$ cat config.mk
export PLATFORM = sky130hd
export DESIGN_NAME = rks_cell
export DESIGN_NICKNAME = d
export VERILOG_FILES = /design/src/hw/rtl/rks_pkg.sv /design/src/hw/rtl/rks_cell.sv
export SDC_FILE = /design/constraint.sdc
export NUM_CORES = 1
export LEC_CHECK = 0
export BUFFER_PORTS_ARGS = -buffer_cell sky130_fd_sc_hd__buf_4
export CAP_MARGIN = 40
export CORE_AREA = 2 2 156 158
export DETAILED_ROUTE_END_ITERATION = 6
export DIE_AREA = 0 0 158 160
export RECOVER_POWER = 100
export SLEW_MARGIN = 20
export SYNTH_ARGS = -nofsm -noshare
export SYNTH_HDL_FRONTEND = slang
export SYNTH_SLANG_ARGS = --single-unit
$ cat constraint.sdc
create_clock -name clock -period 2.27 [get_ports clock]
set_clock_uncertainty 0.15 [all_clocks]
set_input_delay 0.5675 -clock clock [delete_from_list [all_inputs] [get_ports clock]]
set_output_delay 0.5675 -clock clock [all_outputs]
set_load 0.1 [all_outputs]
$ cat src/hw/rtl/rks_pkg.sv
package rks_pkg;

   localparam int ROW_W   = 32;
   localparam int ROWS_W  = 4 * ROW_W;
   localparam int RC_W    = 5;
   localparam int IDX_W   = 5;
   localparam int RK_W    = 64;

   localparam logic [RC_W-1:0] RC_INIT = 5'd1;

   typedef logic [ROWS_W-1:0] rows_type;
   typedef logic [RC_W-1:0]   rc_type;
   typedef logic [IDX_W-1:0]  idx_type;
   typedef logic [RK_W-1:0]   rkey_type;

   typedef struct packed {
      logic     valid;
      rows_type rows;
      rc_type   rc;
   } cell_link_type;

   function automatic rc_type lfsr_next(input rc_type rc);
      return {rc[3:0], rc[4] ^ rc[2]};
   endfunction

   function automatic rkey_type pack_round_key(input rows_type rows);
      return {rows[111:96], rows[79:64], rows[47:32], rows[15:0]};
   endfunction

   function automatic rows_type round_rows(input rows_type rows, input rc_type rc);
      logic [7:0]       a;
      logic [7:0]       b;
      logic [7:0]       c;
      logic [7:0]       d;
      logic [7:0]       t0;
      logic [7:0]       t1;
      logic [ROW_W-1:0] r0;
      logic [ROW_W-1:0] r1;
      logic [ROW_W-1:0] r2;
      logic [ROW_W-1:0] r3;
      logic [ROW_W-1:0] n0;
      logic [ROW_W-1:0] n2;
      a  = rows[7:0];
      b  = rows[39:32];
      c  = rows[71:64];
      d  = rows[103:96];
      // bitsliced s-box on the low column byte
      t0 = c;
      c  = c ^ b;
      b  = ~b;
      t1 = a;
      a  = a & b;
      b  = b | d;
      b  = b ^ t1;
      d  = d ^ t0;
      a  = a ^ d;
      d  = d & b;
      d  = d ^ c;
      c  = c | a;
      c  = c ^ b;
      b  = b ^ t0;
      r0 = {rows[31:8], a};
      r1 = {rows[63:40], b};
      r2 = {rows[95:72], c};
      r3 = {rows[127:104], d};
      // feistel step and round constant
      n0 = {r0[23:0], r0[31:24]} ^ r1 ^ {{(ROW_W-RC_W){1'b0}}, rc};
      n2 = {r2[15:0], r2[31:16]} ^ r3;
      return {r0, n2, r2, n0};
   endfunction

endpackage

$ cat src/hw/rtl/rks_cell.sv
module rks_cell (
   input  logic                   clock,
   input  logic                   reset,
   input  rks_pkg::cell_link_type load,
   output rks_pkg::cell_link_type state,
   output rks_pkg::cell_link_type next
);
   import rks_pkg::*;

   logic     valid_ff;
   rows_type rows_ff;
   rc_type   rc_ff;

   always_ff @(posedge clock) begin
      if (reset) begin
         valid_ff <= 1'b0;
      end else begin
         valid_ff <= load.valid;
      end
   end

   always_ff @(posedge clock) begin
      rows_ff <= load.rows;
      rc_ff   <= load.rc;
   end

   assign state.valid = valid_ff;
   assign state.rows  = rows_ff;
   assign state.rc    = rc_ff;

   assign next.valid = valid_ff;
   assign next.rows  = round_rows(rows_ff, rc_ff);
   assign next.rc    = lfsr_next(rc_ff);

endmodule

**Word-level counts from Yosys, hierarchy flattened**

Index checks and enable logic that the tools add are counted.

- Output and inout port bits: 268
- Flip-flop bits (word level): 134
- Word-level logic and storage cells: 19
- Bits of input ports: 136

- Bitwise gates (word level): 16

Operators with widths:

| cell | count |
|---|---|
| $xor A32 B32 Y32 | 2 |
| $xor A8 B8 Y8 | 7 |
| $xor A32 B5 Y32 | 1 |
| $and A8 B8 Y8 | 2 |
| $or A8 B8 Y8 | 2 |
| $not A8 Y8 | 1 |
| $xor A1 B1 Y1 | 1 |

**Depth between registers and ports, before layout**

Gate-level depths: netlist of the first run.

- Depth in word-level cells: 6
- Mapped depth: 5
- Depth with buffers taken out: 4

**Worst setup path after synthesis of the first run**

No wires, ideal clock.

- Path type: register to output
- Start: register rows_ff[69]
- End: output port next[18] in the netlist's numbering
- Data arrival time: 4493 ps
- Path slack: -2940 ps
- Buffers on the path: 1
- Cell stages (with the launch flop): 5
- Data required time: 1553 ps
- Cells stage by stage: dfxtp_1 buf_4 xnor2_1 xnor2_1 xor2_1

RTL lines:

| item | RTL line | RTL |
|---|---|---|
| start, declared | rks_cell.sv:11 | `rows_type rows_ff;` |
| start signal, assigned | rks_cell.sv:23 | `rows_ff <= load.rows;` |
| end, declared | rks_cell.sv:6 | `output rks_pkg::cell_link_type next` |

==> run metrics, run 1 <==
DRC 0; # setup viols final between 40 and 50; Clock Path Buffers 2; total number of vias approximately 4.4k; Synth Area in Adders 0%; Req. time, crit path roughly 1.6 ns; Sequential Power Share between 20% and 30%; outcome finished, violations left; Ant. Diodes 0; Pint 5.65 mW; boundary pin count about 400; clock share of power roughly a quarter; CTS tree done; WHS approximately 0.12 ns; slew margin rel. around three fifths; Port Buffers a little over 400; most frequent cells in the layout buf_4, clkbuf_4, dfxtp_2, clkbuf_2, buf_12; logic gate share of total power roughly 50%; max-cap violations 0; multiplexer area fraction after synthesis 0%; PwrDens around 870 mW/mm²; Synth Area in XOR/XNOR a little under a fifth; final antenna-violating net count 0; Post-DP HPWL ~14 mm; FILL cells a little over 2k; compound-cell area share of the yosys netlist 6.16%; post-layout instance area around 0.012 mm²; CORE AREA between 0.02 and 0.025 mm²; Site Rows 57; simple-gate share of the synthesized area 7.14%; Critical Path End Type primary output; vias in the first global route 4475; die width approximately 160 µm; Startpoint Class register; area of the multi-input gates around 0.004 mm²; initial antenna violation count 1; total congestion overflow 0; P_sw 4.88 mW; Hold Crit Class in2reg; Max Clock Freq 396 MHz; die area 0.0253 mm²; largest net degree at the start of global routing 17; Hold-fix buffers, CTS 0; measured slew at the worst slew-check pin ~0.6 ns; Reg area 0.00292 mm²; WS Path Type reg2out; Yosys reg bits between 100 and 150; Starting Density between 15 and 20%; largest family of logic cells by synthesized area XOR/XNOR gates; H-tree depth 4; vias per std cell 3.74; cells after synthesis 403; area grow syn2layout 158%; CTS Sinks 134; Vert. Die Dim between 150 and 200 µm; GP Congestion 0.728; Final WS setup -0.257 ns; commonest non-fill, non-tap cell in the layout buf_4; first-pass GRT wire length about 25 mm; Placement Cell Area 0.00968 mm²; TritonCTS Buffers 17; Yosys Warn Count 0; switching share of power a little under half; Leakage 5.18 nW; post-synthesis area per instance roughly 12 µm²; fraction of final layout cells with drive strength greater than 1 about 94%; final hold vios 0; Placed Cells roughly 1.1k; Cell Area, Synth around 0.0047 mm²; Synthesized Nets 539; Cell Count, Final, Fillers Out 1178; router iterations before antenna repair 4; final WL 17.9 mm; Max Transition Viols Final 0; RSZ-0062 raised after global routing yes; Tmin final between 2 and 3 ns; Seq/Total Area, Yosys 56.9%; Worst-path clk slew around 0.070 ns; failing checks setup timing; Power Total around 11 mW; DRT iter0 DRCs around 70; synth unique cells 16; drt wl/cell ~15 µm; clk root buf clkbuf_16; final period utilization 111%; Peak VDD IR approximately 390 µV; critical path data arrival time 1.81 ns; Total GRT Usage 13.4%; nets about 980; crit-path max FO 5
[layout make-up]
| cell class | instances | share of cell area, % |
|---|---|---|
| Clock buffer | 19 | 3.92 |
| Sequential cell | 134 | 24.1 |
| Tap cell | 324 | 3.34 |
| Timing Repair Buffer | 482 | 35.3 |
| Clock inverter | 12 | 0.742 |
| Multi-Input combinational cell | 199 | 32.3 |
| Inverter | 8 | 0.371 |
[flip-flops by register name (all words and copies together) (netlist names)]
register  count
valid_ff      1
rows_ff     128
rc_ff         5
[power by group through the flow]
stage | combinational [mW] | sequential [mW] | clock, mW
3_5_place_dp | 4.39 | 2.79 | 0
6_report | 5.12 | 2.74 | 2.66
3_3_place_gp | 4.38 | 2.79 | 0
2_1_floorplan | 2.72 | 3.65 | 0
4_1_cts | 4.97 | 2.75 | 2.77
5_1_grt | 5.24 | 2.77 | 2.87
[repair_timing]
action                                  4_1_cts  5_1_grt
pin swaps                                    48       50
gates cloned                                  0        0
endpoints found under the setup margin       48       48
setup buffers                                39       40
resized for setup                           214       80
[cell usage after synthesis (all sizes together)]
cell type	n	area, µm²
nand2b	29	221
o21ai	8	40.0
a311oi	8	120
buf	62	480
xnor2	53	464
nand2	8	30.0
nor2	16	60.1
a21oi	16	80.1
a31oi	8	50.1
dfxtp	134	2680
xor2	49	429
nor2b	4	25.0
inv	8	30.0
[through the flow]
step                      setup TNS [ns]  utilization, %  worst slack, ns
after floorplan                   -18.51               -            -1.05
after global placement                 0            40.6           0.0685
after detailed placement               0            40.6           0.0531
after CTS                          -6.25            48.5           -0.271
after global routing               -8.31            51.0           -0.332
final                              -4.95            51.0           -0.257
[final timing paths]
kind	startpoint	endpoint	slack [ns]	depth (start not counted)
worst max-delay path	rows_ff[5]	next[90]	-0.26	6
worst min-delay path	load[42]	rows_ff[37]	0.12	1
[kinds of logic after synthesis]
family,Yosys count
flip-flops,134
XOR/XNOR,102
buffers and inverters,70
AND/OR/NAND/NOR,57
AO/OA/AOI/OAI,40
[metal layers]
| layer | vias to the layer above | wire [µm] | share of wire (%) | GRT usage, % |
|---|---|---|---|---|
| li1 | 2089 | - | - | - |
| met1 | 2079 | 6140 | 34 | 14.2 |
| met2 | 226 | 9920 | 55 | 24.4 |
| met3 | 11 | 1620 | 9.0 | 5.18 |
| met4 | 2 | 204 | 1.1 | 3.73 |
| met5 | - | 13 | 0.073 | 0 |
[worst max-delay path: stages, from the launching register on]
cell and delay [ns]:
dfxtp_4 0.40, nand2b_4 0.18, nor2_4 0.04, a311oi_4 0.26, buf_6 0.15, xor2_4 0.17
buf_12 0.19
(Power assumes the default switching activity.)
==> inputs of run 2 (changes only) <==
--- a/config.mk
+++ b/config.mk
@@ -5,7 +5,7 @@
 export SDC_FILE = /design/constraint.sdc
 export NUM_CORES = 1
 export LEC_CHECK = 0
-export BUFFER_PORTS_ARGS = -buffer_cell sky130_fd_sc_hd__buf_4
+export BUFFER_PORTS_ARGS = -buffer_cell sky130_fd_sc_hd__buf_2
 export CAP_MARGIN = 40
 export CORE_AREA = 2 2 156 158
 export DETAILED_ROUTE_END_ITERATION = 6
==> run 2 against run 1 <==
Critical path type unchanged; cell count stayed put; combinational power is 4% lower; the run still ends with setup timing left; via count is 2.1% lower; non-clock buffer count is 2 lower; total power is 0.21% higher; die area stayed put; core utilization is 3.6 points lower; largest power group unchanged.
==> run metrics, run 2 (same netlist as run 1, synthesis figures left out) <==
total congestion overflow 0 (unchanged); Max Transition Viols Final 0 (unchanged); Post-DP HPWL 13.3 mm (-1.6%); final antenna-violating net count 0 (unchanged); area of the multi-input gates 0.00377 mm² (-3.8%); Starting Density 19.8% (unchanged); final period utilization 109% (-2.6 points); WHS 0.0980 ns (-0.0238 ns); outcome finished, violations left; DRT iter0 DRCs 140 (+110%); drt wl/cell 14.5 µm (-4.7%); die width 158 µm (unchanged); Total GRT Usage 13.3% (-0.10 points); vias in the first global route 4506 (+0.69%); Hold Crit Class in2reg; final WL 17.1 mm (-4.7%); critical path data arrival time 1.75 ns (-0.06 ns); FILL cells 2133 (+3.9%); # setup viols final 48 (+6.7%); fraction of final layout cells with drive strength greater than 1 93.6% (-0.71 points); Placed Cells 1075 (+0.47%); Cell Count, Final, Fillers Out 1178 (unchanged); Port Buffers 403 (unchanged); final hold vios 0 (unchanged); initial antenna violation count 2 (+1); die area 0.0253 mm² (unchanged); Peak VDD IR 530 µV (+35%); CP startpoint rows_ff[4]; RSZ-0062 raised after global routing yes; Biggest register rows_ff; post-layout instance area 0.0113 mm² (-7.0%); first-pass GRT wire length 25.2 mm (-1.0%); Placement Cell Area 0.00943 mm² (-2.6%); failing checks setup timing; Leakage 4.97 nW (-4.1%); Vert. Die Dim 160 µm (unchanged); number of flip-flops in the largest register 128 (unchanged); largest net degree at the start of global routing 17 (unchanged); CORE AREA 0.0238 mm² (unchanged); Site Rows 57 (unchanged); boundary pin count 404 (unchanged); CP endpoint next[89]; Req. time, crit path 1.55 ns (about the same); Worst-path clk slew 0.07 ns (about the same); crit-path max FO 6 (+1); slew margin rel. 60.5% (-0.16 points); Final WS setup -0.198 ns (+0.0588 ns); Tmin final 2.47 ns (-0.0588 ns); Reg area 0.00293 mm² (about the same); WS Path Type reg2out; area grow syn2layout 140%; Max Clock Freq 405 MHz (+2.4%); most frequent cells in the layout buf_2, clkbuf_2, dfxtp_2, buf_12, xor2_4; total number of vias 4315 (-2.1%); Largest regs rows_ff x128, rc_ff x5, valid_ff x1; PwrDens 934 mW/mm² (+7.8%); router iterations before antenna repair 4 (unchanged); max-cap violations 0 (unchanged); Clock Path Buffers 2 (unchanged); measured slew at the worst slew-check pin 0.595 ns (+0.00248 ns); DRC 0 (unchanged); pre-CTS WS 0.0816 ns (+0.0285 ns); TritonCTS Buffers 17 (unchanged); vias per std cell 3.66 (-2.1%); CTS tree done; total negative setup slack -5.34 ns (-0.390 ns); Critical Path End Type primary output; nets 976 (-0.20%); CTS Sinks 134 (unchanged); commonest non-fill, non-tap cell in the layout buf_2; clk root buf clkbuf_16; H-tree depth 4 (unchanged); GP Congestion 0.712 (-2.1%); Startpoint Class register
==> run 2: report_power, final <==
part	internal [mW]	switching [mW]
Combinational	1.46	3.47
Clock	1.77	1.12
Sequential	2.48	0.251
Total	5.70	4.84
==> run 2: final cells by class <==
cell class                 count  area share, %
antenna                        1         0.0222
clock buffer                  20           4.24
clock inverter                12           1.24
inverter                       8          0.288
multi-input combinational    199           33.4
sequential                   134           25.9
tap                          324           3.59
timing repair buffer         480           31.3
==> run 2: worst max-delay path: stages, from the launching register on <==
cell and delay [ns]:
dfxtp_4 0.38, nand2b_4 0.16, nor2_4 0.04, a311oi_4 0.38, xor2_4 0.19, buf_12 0.19
==> run 2: metal layers <==
layer / wire length (µm) / GRT usage (%) / vias up / share of wire, %
met1: 5900 / 13.7 / 1989 / 35
met4: 233 / 3.93 / 2 / 1.4
li1: - / - / 2086 / -
met2: 9460 / 24.8 / 224 / 55
met3: 1450 / 4.75 / 14 / 8.5
met5: 16 / 0 / - / 0.094
==> run 2: metrics by stage <==
| stage | total power [mW] | util, % |
|---|---|---|
| final | 10.5 | 47.4 |
| after global routing | 10.9 | 47.4 |
| after CTS | 10.6 | 45.5 |
| after detailed placement | 7.43 | 39.6 |
| after global placement | 7.41 | 39.6 |
| after floorplan | 6.37 | - |
==> run 2: timing repair <==
action / 4_1_cts / 5_1_grt
endpoints found under the setup margin: 48 / 48
gates resized for setup: 87 / 49
hold endpoints to repair: 0 / 0
setup buffers: 45 / 27
hold buffers: 0 / 0
pin swaps: 62 / 45
==> run 2: worst min-delay path by stage <==
stage	cells after the start	startpoint	endpoint
global route	1	load[63]	rows_ff[58]
global placement	1	load[0]	rc_ff[0]
detailed placement	1	load[29]	rows_ff[24]
CTS	1	load[66]	rows_ff[61]
floorplan	0	load[0]	rc_ff[0]
finish	1	load[116]	rows_ff[111]
